File: src/rtl/b64se_pkg.sv
// Shared types and constants for the Base64 stream encoder.
// Depends on nothing; the other RTL files except b64se_if refer to it by scoped names.
`default_nettype none

package b64se_pkg;

   typedef logic [7:0] byte_type;
   typedef logic [6:0] char_type;
   typedef logic [5:0] sextet_type;
   typedef logic [1:0] phase_type;
   typedef logic [3:0] leftover_type;
   typedef logic [1:0] slot_type;

   // Place of the next byte in its three-byte group
   localparam phase_type PHASE_FIRST  = 2'd0;
   localparam phase_type PHASE_SECOND = 2'd1;
   localparam phase_type PHASE_THIRD  = 2'd2;

   localparam char_type CHAR_PAD   = 7'd61;  // '='
   localparam char_type CHAR_PLUS  = 7'd43;  // '+'
   localparam char_type CHAR_SLASH = 7'd47;  // '/'

   localparam sextet_type SEXTET_PLUS  = 6'd62;
   localparam sextet_type SEXTET_SLASH = 6'd63;

   // Characters that one byte produces, oldest in slot 0
   typedef struct packed {
      char_type [3:0] codes;
      slot_type       last_slot;
      logic           fin;
   } job_type;

   // Map a 6-bit value onto the standard alphabet
   function automatic char_type sym(input sextet_type six);
      char_type code;
      code = CHAR_PAD;
      if (six < 6'd26) begin
         code = 7'd65 + {1'b0, six};
      end else if (six < 6'd52) begin
         code = 7'd71 + {1'b0, six};
      end else if (six < SEXTET_PLUS) begin
         code = {1'b0, six} - 7'd4;
      end else if (six == SEXTET_PLUS) begin
         code = CHAR_PLUS;
      end else begin
         code = CHAR_SLASH;
      end
      return code;
   endfunction

endpackage

`default_nettype wire

File: src/rtl/b64se_if.sv
// Valid/ready channel interfaces for the encoder's byte input and character output.
// Depends on nothing.
`default_nettype none

interface b64se_req_if;
   logic       valid;
   logic       ready;
   logic [7:0] data_byte;
   logic       final_byte;

   modport source (output valid, output data_byte, output final_byte, input ready);
   modport sink   (input valid, input data_byte, input final_byte, output ready);
endinterface

interface b64se_rsp_if;
   logic       valid;
   logic       ready;
   logic [6:0] char_code;
   logic       final_char;

   modport source (output valid, output char_code, output final_char, input ready);
   modport sink   (input valid, input char_code, input final_char, output ready);
endinterface

`default_nettype wire

File: src/rtl/b64se_front.sv
// Front end: takes bytes, tracks group phase and leftover bits, builds character jobs.
// Depends on b64se_pkg and b64se_if.
`default_nettype none

module b64se_front (
   input  wire                 clock,
   input  wire                 reset,
   b64se_req_if.sink           req,
   input  wire                 queue_ready,
   output logic                push,
   output b64se_pkg::job_type  job
);

   b64se_pkg::phase_type    phase_ff, phase_in;
   b64se_pkg::leftover_type leftover_ff, leftover_in;
   b64se_pkg::byte_type     b;
   logic                    fin;

   assign req.ready = queue_ready;
   assign push      = req.valid && queue_ready;
   assign b         = req.data_byte;
   assign fin       = req.final_byte;

   always_comb begin
      job.codes     = {4{b64se_pkg::CHAR_PAD}};
      job.last_slot = 2'd0;
      job.fin       = fin;
      phase_in      = phase_ff;
      leftover_in   = leftover_ff;
      unique case (phase_ff)
         b64se_pkg::PHASE_SECOND: begin
            job.codes[0] = b64se_pkg::sym({leftover_ff[1:0], b[7:4]});
            phase_in     = b64se_pkg::PHASE_THIRD;
            leftover_in  = b[3:0];
            if (fin) begin
               job.codes[1]  = b64se_pkg::sym({b[3:0], 2'b00});
               job.last_slot = 2'd2;
            end
         end
         b64se_pkg::PHASE_THIRD: begin
            job.codes[0]  = b64se_pkg::sym({leftover_ff, b[7:6]});
            job.codes[1]  = b64se_pkg::sym(b[5:0]);
            job.last_slot = 2'd1;
            phase_in      = b64se_pkg::PHASE_FIRST;
            leftover_in   = 4'd0;
         end
         default: begin
            // first byte of a group, also the unused phase code
            job.codes[0] = b64se_pkg::sym(b[7:2]);
            phase_in     = b64se_pkg::PHASE_SECOND;
            leftover_in  = {2'b00, b[1:0]};
            if (fin) begin
               job.codes[1]  = b64se_pkg::sym({b[1:0], 4'b0000});
               job.last_slot = 2'd3;
            end
         end
      endcase
      if (fin) begin
         phase_in    = b64se_pkg::PHASE_FIRST;
         leftover_in = 4'd0;
      end
   end

   always_ff @(posedge clock) begin
      if (reset) begin
         phase_ff    <= b64se_pkg::PHASE_FIRST;
         leftover_ff <= 4'd0;
      end else if (push) begin
         phase_ff    <= phase_in;
         leftover_ff <= leftover_in;
      end
   end

   a_end_clears_state : assert property (@(posedge clock) disable iff (reset)
      (push && fin) |=> (phase_ff == b64se_pkg::PHASE_FIRST && leftover_ff == 4'd0))
      else $error("state not cleared after last byte");

endmodule

`default_nettype wire

File: src/rtl/b64se_queue.sv
// Short FIFO of character jobs between the front end and the serializer.
// Depends on b64se_pkg.
`default_nettype none

module b64se_queue #(
   parameter int DEPTH = 2
) (
   input  wire                 clock,
   input  wire                 reset,
   input  wire                 in_valid,
   output logic                in_ready,
   input  b64se_pkg::job_type  in_job,
   output logic                out_valid,
   input  wire                 out_ready,
   output b64se_pkg::job_type  out_job
);

   localparam int PTR_W = $clog2(DEPTH);
   localparam int CNT_W = $clog2(DEPTH + 1);

   b64se_pkg::job_type entries_ff [DEPTH];
   logic [PTR_W-1:0]   wr_ptr_ff, rd_ptr_ff;
   logic [CNT_W-1:0]   count_ff;
   logic               push, pop;

   assign in_ready  = (count_ff != CNT_W'(DEPTH));
   assign out_valid = (count_ff != '0);
   assign out_job   = entries_ff[rd_ptr_ff];
   assign push      = in_valid && in_ready;
   assign pop       = out_valid && out_ready;

   function automatic logic [PTR_W-1:0] wrap_inc(input logic [PTR_W-1:0] p);
      return (p == PTR_W'(DEPTH - 1)) ? '0 : p + 1'b1;
   endfunction

   always_ff @(posedge clock) begin
      if (reset) begin
         wr_ptr_ff <= '0;
         rd_ptr_ff <= '0;
         count_ff  <= '0;
      end else begin
         if (push) wr_ptr_ff <= wrap_inc(wr_ptr_ff);
         if (pop)  rd_ptr_ff <= wrap_inc(rd_ptr_ff);
         if (push && !pop)      count_ff <= count_ff + 1'b1;
         else if (pop && !push) count_ff <= count_ff - 1'b1;
      end
   end

   always_ff @(posedge clock) begin
      if (push) entries_ff[wr_ptr_ff] <= in_job;
   end

   a_count_bound : assert property (@(posedge clock) disable iff (reset)
      count_ff <= CNT_W'(DEPTH))
      else $error("queue count above depth");

   a_ptr_gap : assert property (@(posedge clock) disable iff (reset)
      (count_ff == '0 || count_ff == CNT_W'(DEPTH)) |-> (wr_ptr_ff == rd_ptr_ff))
      else $error("queue pointers disagree with count");

endmodule

`default_nettype wire

File: src/rtl/b64se_back.sv
// Back end: walks the characters of each job into the registered output, one a cycle unless the output stalls.
// Depends on b64se_pkg.
`default_nettype none

module b64se_back (
   input  wire                 clock,
   input  wire                 reset,
   input  wire                 job_valid,
   output logic                job_ready,
   input  b64se_pkg::job_type  job,
   output logic                out_valid,
   input  wire                 out_ready,
   output b64se_pkg::char_type out_code,
   output logic                out_final
);

   b64se_pkg::job_type  cur_ff;
   b64se_pkg::slot_type slot_ff;
   logic                busy_ff;
   logic                out_valid_ff;
   b64se_pkg::char_type out_code_ff;
   logic                out_final_ff;
   logic                out_load, emit, emit_last, take;

   assign out_load  = !out_valid_ff || out_ready;
   assign emit      = busy_ff && out_load;
   assign emit_last = emit && (slot_ff == cur_ff.last_slot);
   assign job_ready = !busy_ff || emit_last;
   assign take      = job_valid && job_ready;

   assign out_valid = out_valid_ff;
   assign out_code  = out_code_ff;
   assign out_final = out_final_ff;

   always_ff @(posedge clock) begin
      if (reset) begin
         busy_ff      <= 1'b0;
         slot_ff      <= '0;
         out_valid_ff <= 1'b0;
      end else begin
         if (take)           busy_ff <= 1'b1;
         else if (emit_last) busy_ff <= 1'b0;
         if (take)      slot_ff <= '0;
         else if (emit) slot_ff <= slot_ff + 1'b1;
         if (emit)           out_valid_ff <= 1'b1;
         else if (out_ready) out_valid_ff <= 1'b0;
      end
   end

   always_ff @(posedge clock) begin
      if (take) cur_ff <= job;
      if (emit) begin
         out_code_ff  <= cur_ff.codes[slot_ff];
         out_final_ff <= cur_ff.fin && emit_last;
      end
   end

   a_slot_bound : assert property (@(posedge clock) disable iff (reset)
      busy_ff |-> (slot_ff <= cur_ff.last_slot))
      else $error("character slot past end of job");

endmodule

`default_nettype wire

File: src/rtl/base64_stream_encoder_core.sv
// Top level of the Base64 stream encoder: front end, job queue and serializer.
// Depends on b64se_pkg, b64se_if, b64se_front, b64se_queue and b64se_back.
`default_nettype none

// Standard Base64 encoder for a byte stream. Feed the message one byte per req item
// and raise final_byte on its last byte; each rsp item is one 7-bit ASCII character
// of the alphabet or '=', and final_char marks the last character of the message.
// A byte yields one or two characters; the last byte also flushes the open group
// with zero bits and up to two pad characters, so it yields two to four. The front
// end takes a byte in any cycle in which the job queue (QUEUE_DEPTH entries) has
// room, and the serializer behind it sends one character per cycle unless rsp.ready
// holds it back. The single character output register limits the throughput of a
// long message. The first character of a byte goes from the queue entry through the
// serializer's job register into the output register, which it leaves when taken.
// Both sides stall independently; the output register holds while rsp.ready is low.
module base64_stream_encoder_core #(
   parameter int QUEUE_DEPTH = 2
) (
   input  wire         clock,
   input  wire         reset,
   b64se_req_if.sink   req,
   b64se_rsp_if.source rsp
);

   // Job handoff between the stages
   logic               push, queue_ready;
   b64se_pkg::job_type front_job;
   logic               job_valid, job_ready;
   b64se_pkg::job_type queue_job;

   // Classify each byte by group phase and build its characters
   b64se_front u_front (
      .clock       (clock),
      .reset       (reset),
      .req         (req),
      .queue_ready (queue_ready),
      .push        (push),
      .job         (front_job)
   );

   // Decouple byte intake from character output
   b64se_queue #(
      .DEPTH (QUEUE_DEPTH)
   ) u_queue (
      .clock     (clock),
      .reset     (reset),
      .in_valid  (push),
      .in_ready  (queue_ready),
      .in_job    (front_job),
      .out_valid (job_valid),
      .out_ready (job_ready),
      .out_job   (queue_job)
   );

   // Send characters one per cycle through the output register unless rsp.ready stalls it
   b64se_back u_back (
      .clock     (clock),
      .reset     (reset),
      .job_valid (job_valid),
      .job_ready (job_ready),
      .job       (queue_job),
      .out_valid (rsp.valid),
      .out_ready (rsp.ready),
      .out_code  (rsp.char_code),
      .out_final (rsp.final_char)
   );

endmodule

`default_nettype wire
File: src/flat_wrapper.sv
// flat-port wrapper written by rule: the top's interface ports become plain ports
module base64_stream_encoder_core_flat 
#(
   parameter int QUEUE_DEPTH = 2
)
  (clock, reset, req_valid, req_data_byte, req_final_byte, req_ready, rsp_valid, rsp_char_code, rsp_final_char, rsp_ready);
  b64se_req_if req_i ();
  b64se_rsp_if rsp_i ();
  input  wire clock;
  input  wire reset;
  input wire logic [$bits(req_i.valid)-1:0] req_valid;
  input wire logic [$bits(req_i.data_byte)-1:0] req_data_byte;
  input wire logic [$bits(req_i.final_byte)-1:0] req_final_byte;
  output wire logic [$bits(req_i.ready)-1:0] req_ready;
  output wire logic [$bits(rsp_i.valid)-1:0] rsp_valid;
  output wire logic [$bits(rsp_i.char_code)-1:0] rsp_char_code;
  output wire logic [$bits(rsp_i.final_char)-1:0] rsp_final_char;
  input wire logic [$bits(rsp_i.ready)-1:0] rsp_ready;
  assign req_i.valid = req_valid;
  assign req_i.data_byte = req_data_byte;
  assign req_i.final_byte = req_final_byte;
  assign req_ready = req_i.ready;
  assign rsp_valid = rsp_i.valid;
  assign rsp_char_code = rsp_i.char_code;
  assign rsp_final_char = rsp_i.final_char;
  assign rsp_i.ready = rsp_ready;
  base64_stream_encoder_core #(.QUEUE_DEPTH(QUEUE_DEPTH)) u_core (.clock(clock), .reset(reset), .req(req_i), .rsp(rsp_i));
endmodule
File: config.mk
export PLATFORM = sky130hd
export DESIGN_NAME = base64_stream_encoder_core_flat
export DESIGN_NICKNAME = d
export VERILOG_FILES = /design/src/rtl/b64se_pkg.sv /design/src/rtl/b64se_if.sv /design/src/rtl/b64se_front.sv /design/src/rtl/b64se_queue.sv /design/src/rtl/b64se_back.sv /design/src/rtl/base64_stream_encoder_core.sv /design/src/flat_wrapper.sv
export SDC_FILE = /design/constraint.sdc
export NUM_CORES = 1
export LEC_CHECK = 0
export ABC_CLOCK_PERIOD_IN_PS = 3950
export BUFFER_PORTS_ARGS = -buffer_cell sky130_fd_sc_hd__buf_2
export CAP_MARGIN = 20
export CORE_ASPECT_RATIO = 1.75
export CORE_MARGIN = 2
export CORE_UTILIZATION = 55
export CTS_CLUSTER_DIAMETER = 120
export DETAILED_ROUTE_END_ITERATION = 6
export PLACE_DENSITY = 0.7
export SLEW_MARGIN = 20
export SYNTH_ARGS = -nofsm -noshare
export SYNTH_HDL_FRONTEND = slang
export SYNTH_SLANG_ARGS = --single-unit
File: constraint.sdc
create_clock -name clock -period 3.95 [get_ports clock]
set_input_delay 0.395 -clock clock [delete_from_list [all_inputs] [get_ports clock]]
set_output_delay 0.395 -clock clock [all_outputs]
set_load 0.005 [all_outputs]
==> impl_metrics.toml, run 1 <==
[place]
gp_congestion = 0.933
port_buffers = 22
dp_hpwl_microns = 8190

[sta]
tightestPinTransition_ns = 0.804
slew_headroom_pct = 46.3
finalCritPeriodShare_pct = 73.2
fin_crit_ns = 2.89
max_freq_mhz = 346
final-max-slew-violation-count = 0
rsz0062_at_grt = "false"
setup_violations = 0
clock_skew_ns = 0.00523
hold_viol_final = 0
fin_tns_setup_ns = 0

[setup_path]
cp_slowest_cell = "ha_1"
r2r_slack_ns = 1.16
end_kind = "flop"
critPathMaxFanout = 20
max_stage_delay_ns = 0.50
crit_arrival_ns = 3.07
crit_path_cell_trace = "buf_2 > ha_1 > nor2b_1 > xnor2_1 > ha_1 > a21oi_1 > nor2_1 > or4_1 > and4_1 > o21ai_1"
path_class = "in -> reg"
crit_path_start_kind = "primary input"
required_ns = 4.12
cp_common_cell = "ha_1"

[layout]
layout_commonest_cell = "edfxtp_1"
nNetsFinal = 516
antennaDiodeCount = 0
syn_to_final_growth_pct = 8.33
layout_common_cells = "59 x edfxtp_1, 35 x a21oi_1, 32 x nor2_1"
drive_gt1_share_pct = 13.3

[logic_synthesis]
ys_types = 62
yosysSeqAreaShare_pct = 43.9
async_reset_ff_share_pct = 0
synth-main-ff-cell = "edfxtp_1"
ys_seq_elements = 73
syn_area_sq_um = 4670
synth-edff-count = 59
syn-num-nets = 510
syn_inst = 471
syn_avg_cell_area_sq_um = 9.92
yosys_warnings = 0

[worst_hold_path]
hp-class = "in -> reg"

[clock_network]
cts_buffer_depth = 2
post_cts.repair.setup_buffers = 0
cts.sinks = 73
numCtsBuffers = 9
cts_tree = "yes"
htree_levels = 3
ctsHoldBuffers = 0
cts-root-buf = "clkbuf_16"
cts_resized = 0
insertion_delay_ns = 0.33
path_clk_slew_ns = 0.05

[floorplan]
rows = 44
die_area_sq_um = 9280
fp.dieW_microns = 73.7
coreArea_sq_um = 8260
initial_core_util_pct = 56.6
die_h_microns = 126
io_pins = 23

[route]
first_pass_iters = 4
postRouteAntennaNets = 0
vias = 3634
routed_via_density = 6.34
drc = 0
drtIter0Drc = 138
wl_per_cell_microns = 19.1
drt-total-wl_microns = 11000

[global_route]
grt_max_degree = 22
grt_pass1_wl_microns = 17400
grt_pass1_vias = 3585
track_usage_pct = 24.7
antenna_found_initial = 0
grt_remaining_overflow = 0

[run_status]
outcome = "completed"

[power_and_ir_drop]
finalPower_uw = 2620
pwr-share-comb_pct = 26.2
p_int_uw = 1860
power_switching_share_pct = 29.1
sequentialPowerShare_pct = 47.1
ir_drop_v = 0.000259
clock_power_share_pct = 26.7
powerDensity_nw_per_um2 = 518
leakage_uw = 0.00186
switching_power_uw = 763

[run]
drv_cap = 0
## registers in the layout (all words and copies together), names as in the netlist
register	cells
u_core.u_queue.entries_ff	34
u_core.u_back.cur_ff	17
u_core.u_back.out_code	7
u_core.u_front.leftover_ff	4
u_core.u_back.slot_ff	2
u_core.u_front.phase_ff	2
u_core.u_queue.count_ff	2
u_core.u_back.busy_ff	1
u_core.u_back.out_final	1
u_core.u_back.out_valid	1
u_core.u_queue.rd_ptr_ff	1
u_core.u_queue.wr_ptr_ff	1
## routing by layer
layer  track usage, %  wire length [microns]
met5                0                      0
met4             12.0                    304
met3             3.28                    364
met2             45.2                   6140
met1             26.8                   4150
## final timing paths
| path | start | endpoint | cells past startpoint |
|---|---|---|---|
| setup / recovery | req_data_byte[3] | u_core.u_queue.entries_ff[0][14] | 10 |
| hold / removal | rsp_ready | u_core.u_back.out_valid | 3 |
| setup reg to reg | u_core.u_front.phase_ff[0] | u_core.u_queue.entries_ff[1][5] | 7 |
| hold reg to reg | u_core.u_back.busy_ff | u_core.u_back.out_valid | 2 |
## logic make-up after synthesis
logic type	share of synthesized area, %
xor gates and xnor gates	4.31
and+or+nand+nor	15.6
buffers and inverters	4.90
muxes	6.10
adders and majority gates	6.96
DFF	43.9
AOI/OAI and AO/OA	18.2
## synthesized netlist by cell type (3+ instances only)
cell	count	area, sq um
nand2b_1	7	43.8
mux2_2	20	225
nand2_1	25	93.8
nand4_1	5	31.3
nor2b_1	16	100
a211oi_1	5	37.5
and3_1	4	25.0
or3_1	5	31.3
dfxtp_1	14	280
o221ai_1	3	26.3
or2_2	3	18.8
a22oi_1	5	37.5
buf_2	9	45.0
a211o_1	7	61.3
o21ai_0	18	90.1
a221oi_1	9	78.8
o311ai_0	4	35.0
a21o_1	5	37.5
ha_1	26	325
and2_1	3	18.8
a21oi_1	36	180
clkbuf_1	21	78.8
xnor2_1	18	158
o31ai_1	6	45.0
inv_1	23	86.3
o32ai_1	3	26.3
xor2_1	5	43.8
mux2i_1	6	60.1
edfxtp_1	59	1770
nor2_1	32	120
nand3_1	11	55.1
o211ai_1	4	30.0
nor3_1	17	85.1
## power groups by stage
| stage | Clock (uW) | Combinational, uW | Sequential [uW] |
|---|---|---|---|
| final | 700 | 686 | 1240 |
| after global routing | 737 | 763 | 1260 |
| after floorplan | 0 | 547 | 1180 |
| after detailed placement | 0 | 690 | 1260 |
| after CTS | 710 | 694 | 1240 |
| after global placement | 0 | 664 | 1240 |
## worst max-delay path: cells and delay by family
kind	cells	cell delay, ns
fa+ha+maj	2	0.74
xor+xnor	1	0.12
compound gates	2	0.29
buf+inv	1	0.33
simple gates	4	1.19
## per-stage QoR
stage | cells | hold slack [ns] | instance area (sq um) | utilization, % | setup slack (ns)
after floorplan | 471 | 0.454 | 4670 | - | 0.981
final | 573 | 0.374 | 5060 | 61.3 | 1.06
after global routing | 573 | 0.410 | 5060 | 61.3 | 0.816
after detailed placement | 558 | 0.501 | 4800 | 58.2 | 0.745
after global placement | 558 | 0.484 | 4800 | 58.2 | 0.797
after CTS | 573 | 0.365 | 5060 | 61.3 | 1.09
## final cells by class
class                      instances  area, sq um
clock buffer                      13          250
multi-input combinational        341         2400
tap                               92          115
inverter                          25         93.8
sequential                        73         2050
fill                             724         3200
clock inverter                     2         7.51
timing repair buffer              27          148
Note: power is estimated with default switching activity, not from simulation.
==> run 2: changes to the inputs <==
Settings changed: ABC_CLOCK_PERIOD_IN_PS 3950 to 2730.
Clock period 3.95 ns to 2.73 ns, I/O delays scaled along.
==> run 2 against run 1 <==
Register-to-register slack worse by 0.76 ns. Sequential share of layout area down 1.9 points. Via count up 4.2%. Hold slack worse by 0.12 ns. Total power up 51%. Combinational power up 53%. Clock-buffer cell count down 2. Setup slack worse by 0.65 ns. Final cell count up 4.9%. Non-clock buffer count up 27. Die area unchanged. Critical path type is now reg -> reg. Critical endpoint is now u_core.u_queue.entries_ff[0][5]. Largest cell class unchanged. Highest routed layer unchanged.
==> impl_metrics.toml, run 2 (same netlist as run 1, synthesis figures left out) <==
[setup_path]
regToRegEndpoint = "u_core.u_queue.entries_ff[0][5]"
critPathMaxFanout = 5
path_class = "reg -> reg"
required_ns = 2.79
r2r-start = "u_core.u_front.leftover_ff[1]"
r2r_slack_ns = 0.40
end_kind = "flop"
crit_arrival_ns = 2.39
crit_path_start_kind = "flop"
path_delay_family = "compound AO/OA/AOI/OAI gates"
worst-path-buf-inv = 1
crit_path_cell_trace = "inv_1 > ha_1 > nand3b_1 > a311oi_1 > or3_1 > a32o_1 > a221o_1"
cp_slowest_cell = "a221o_1"
rr_worst_depth = 7
max_stage_delay_ns = 0.37
crit_cells = 7

[route]
routed_via_density = 6.30
drt-met1-wl_microns = 4300
dr_wl_met2_microns = 6510
drc = 0
first_pass_iters = 5
drtIter0Drc = 256
dr_wl_met3_microns = 441
wl_per_cell_microns = 19.2
drt-total-wl_microns = 11600
vias = 3786
highest_layer = "met4"
postRouteAntennaNets = 0

[sta]
fin_tns_setup_ns = 0
hold_viol_final = 0
max_freq_mhz = 430
tightestPinTransition_ns = 0.851
clock_skew_ns = 0.00518
setup_violations = 0
rsz0062_at_grt = "false"
finalCritPeriodShare_pct = 85.2
fin_crit_ns = 2.33
slew_headroom_pct = 43.2
final-max-slew-violation-count = 0

[global_route]
antenna_found_initial = 0
grt_remaining_overflow = 0
grt_max_degree = 21
track_usage_pct = 26.0
grt_pass1_wl_microns = 18600
grt_pass1_vias = 3744

[floorplan]
fp.dieW_microns = 73.7
die_area_sq_um = 9280
rows = 44
coreArea_sq_um = 8260
die_h_microns = 126
initial_core_util_pct = 56.6
io_pins = 23

[power_and_ir_drop]
powerDensity_nw_per_um2 = 747
finalPower_uw = 3960
leakage_uw = 0.00201
ir_drop_v = 0.000385

[layout]
antennaDiodeCount = 0
final_core_util_pct = 64.2
drive_gt1_share_pct = 18.7
largest_reg_flops = 34
layout_commonest_cell = "edfxtp_1"
nNetsFinal = 543
syn_to_final_growth_pct = 13.5
layout_common_cells = "59 x edfxtp_1, 35 x a21oi_1, 32 x nor2_1, 32 x buf_4, 26 x ha_1"
regMostFlops = "u_core.u_queue.entries_ff"
fin_area_sq_um = 5310

[worst_hold_path]
holdPathEnd = "u_core.u_queue.wr_ptr_ff"
worstHoldPathCells = 4
hp-class = "in -> reg"
min_from = "req_valid"

[clock_network]
cts.sinks = 73
htree_levels = 3
cts-root-buf = "clkbuf_16"
cts_buffer_depth = 2
cts_resized = 0
post_cts.repair.setup_buffers = 0
cts_tree = "yes"
path_clk_slew_ns = 0.06
ctsHoldBuffers = 0
numCtsBuffers = 9
insertion_delay_ns = 0.32

[place]
gp_congestion = 1.01
port_buffers = 22
place_area_sq_um = 5010
dp_hpwl_microns = 8630

[run]
drv_cap = 0

[run_status]
outcome = "completed"
==> run 2: cell count changes in the layout (fill, tap and decap cells not counted), sizes merged <==
cell / delta
bufinv: +1
buf: +27
clkbuf: -2
clkinv: +1
clkinvlp: +1
==> run 2: power breakdown <==
| part | total (uW) | switching [uW] | internal [uW] |
|---|---|---|---|
| registers | 1780 | 172 | 1610 |
| clock network | 1140 | 409 | 728 |
| logic | 1050 | 562 | 485 |
==> run 2: how the worst max path moves through the flow <==
stage	start	slack, ns	to
global placement	req_data_byte[4]	0.26	u_core.u_queue.entries_ff[0][7]
detailed placement	req_data_byte[4]	0.28	u_core.u_queue.entries_ff[1][7]
global route	req_data_byte[4]	0.30	u_core.u_queue.entries_ff[0][7]
finish	u_core.u_front.leftover_ff[1]	0.40	u_core.u_queue.entries_ff[0][5]
CTS	u_core.u_front.leftover_ff[1]	0.41	u_core.u_queue.entries_ff[1][5]
floorplan	req_data_byte[1]	0.09	u_core.u_queue.entries_ff[0][14]
==> run 2: worst register-to-register path, delay by kind of cell (launching register included) <==
family,cells,cell delay (ns)
AO/OA/AOI/OAI,3,0.70
adder cells (fa/ha/maj),1,0.26
buffers and inverters,1,0.18
flip-flops,1,0.32
AND/OR/NAND/NOR,2,0.61
==> run 2: final cells by class <==
class                   instances  area, sq um
fillers                       670         2950
flip-flops and latches         73         2050
clock inverters                 5         55.1
clock buffers                  11          243
multi-input cells             341         2400
repair buffers                 54          350
inverters                      25         93.8
well taps                      92          115
==> run 2: layer usage <==
| layer | vias up | GRT usage, % |
|---|---|---|
| met2 | 125 | 49.1 |
| met5 | - | 0 |
| met4 | 0 | 9.95 |
| met1 | 1820 | 28.3 |
| li1 | 1815 | - |
| met3 | 26 | 3.12 |
==> run 2: through the flow <==
stage / setup slack, ns / hold WS [ns] / std cells
2_1_floorplan: 0.0893 / 0.342 / 471
5_1_grt: 0.298 / 0.271 / 601
3_5_place_dp: 0.283 / 0.492 / 585
6_report: 0.403 / 0.254 / 601
4_1_cts: 0.406 / 0.249 / 601
3_3_place_gp: 0.261 / 0.483 / 585
==> run 3: changes to the inputs <==
Settings changed: RECOVER_POWER set to 25.
==> run 3 against run 2 <==
Total power down 0.22%. Cell area down 0.28%. Hold slack worse by 0.00087 ns. First-iteration DRC count down 0.39%. Global-route usage unchanged. Die area unchanged. Critical path type unchanged. Clock-buffer cell count unchanged. Via count up 0.42%. Routed wire length up 0.34%. Clock skew about the same. Non-clock buffer count unchanged.
==> impl_metrics.toml, run 3 (same netlist as run 1, synthesis figures left out) <==
[power_and_ir_drop]
powerDensity_nw_per_um2 = 747
leakage_uw = 0.00198
ir_drop_v = 0.000384
finalPower_uw = 3950

[clock_network]
cts-root-buf = "clkbuf_16"
post_cts.repair.setup_buffers = 0
insertion_delay_ns = 0.32
cts.sinks = 73
path_clk_slew_ns = 0.06
cts_tree = "yes"
cts_resized = 0
numCtsBuffers = 9
cts_buffer_depth = 2
htree_levels = 3
ctsHoldBuffers = 0

[layout]
antennaDiodeCount = 0
layout_commonest_cell = "edfxtp_1"
largest_reg_flops = 34
nNetsFinal = 543
syn_to_final_growth_pct = 13.2
drive_gt1_share_pct = 17.1
layout_common_cells = "59 x edfxtp_1, 35 x a21oi_1, 32 x nor2_1"
final_core_util_pct = 64.1
regMostFlops = "u_core.u_queue.entries_ff"

[place]
port_buffers = 22
dp_hpwl_microns = 8630
gp_congestion = 1.01
pre_cts_slack_ns = 0.283

[global_route]
grt_remaining_overflow = 0
antenna_found_initial = 0
grt_pass1_vias = 3744
track_usage_pct = 26.0
grt_pass1_wl_microns = 18600
grt_max_degree = 21

[sta]
rsz0062_at_grt = "false"
max_freq_mhz = 429
fin_crit_ns = 2.33
setup_violations = 0
tightestPinTransition_ns = 1.01
clock_skew_ns = 0.00518
hold_viol_final = 0
finalCritPeriodShare_pct = 85.4
final-max-slew-violation-count = 0
fin_tns_setup_ns = 0
fin_ws_ns = 0.397
slew_headroom_pct = 32.5

[worst_hold_path]
hp-class = "in -> reg"
worstHoldPathCells = 4
min_from = "req_valid"

[setup_path]
path_class = "reg -> reg"
max_stage_delay_ns = 0.37
critPathMaxFanout = 5
end_kind = "flop"
crit_path_start_kind = "flop"
rr_worst_depth = 7
crit_arrival_ns = 2.40
crit_path_cell_trace = "inv_1 > ha_1 > nand3b_1 > a311oi_1 > or3_1 > a32o_1 > a221o_1"
r2r-start = "u_core.u_front.leftover_ff[1]"
required_ns = 2.79
startpoint = "u_core.u_front.leftover_ff[1]"
cp_slowest_cell = "a221o_1"

[route]
routed_via_density = 6.33
first_pass_iters = 5
drc = 0
drt-total-wl_microns = 11600
drtIter0Drc = 255
vias = 3802
postRouteAntennaNets = 0
wl_per_cell_microns = 19.3

[floorplan]
io_pins = 23
coreArea_sq_um = 8260
die_area_sq_um = 9280
fp.dieW_microns = 73.7
rows = 44
die_h_microns = 126
initial_core_util_pct = 56.6

[run]
drv_cap = 0

[run_status]
outcome = "completed"
run 3: cell types whose count changed in the layout (fill, tap and decap cells not counted):
cell and delta:
and2_0 +1, clkbuf_1 +8, buf_2 -6, buf_4 -2, and2_1 -1
run 3: routing by layer:
layer / track usage, % / vias up / wire, microns
met5: 0 / - / 0
met4: 9.95 / 0 / 340
met3: 3.12 / 28 / 455
met2: 49.1 / 130 / 6510
met1: 28.3 / 1829 / 4300
li1: - / 1815 / -
run 3: area by class of cell:
class	instances	area, sq um
Clock buffer	11	243
Clock inverter	5	55.1
Fill cell	676	2970
Inverter	25	93.8
Multi-Input combinational cell	341	2400
Sequential cell	73	2050
Tap cell	92	115
Timing Repair Buffer	54	335
run 3: power by group:
group | total [uW] | internal, uW | switching (uW)
registers | 1780 | 1610 | 173
clock network | 1140 | 728 | 409
logic | 1040 | 473 | 562
run 3: metrics by stage:
stage	instances	area, sq um	hold WS [ns]
floorplan	471	4680	0.342
global placement	585	5010	0.483
detailed placement	585	5010	0.492
CTS	601	5310	0.249
global route	601	5290	0.271
finish	601	5290	0.253
run 3: worst paths after layout:
kind              slack (ns)                              end
setup / recovery        0.40  u_core.u_queue.entries_ff[0][5]
hold / removal          0.25         u_core.u_queue.wr_ptr_ff
setup reg to reg        0.40  u_core.u_queue.entries_ff[0][5]
hold reg to reg         0.50          u_core.u_back.out_valid
run 3: critical path: cells and delay by family (launching register included):
family / cells / cell delay, ns
flip-flops: 1 / 0.32
buffers and inverters: 1 / 0.18
AO/OA/AOI/OAI: 3 / 0.69
adder cells (fa/ha/maj): 1 / 0.26
AND/OR/NAND/NOR: 2 / 0.61
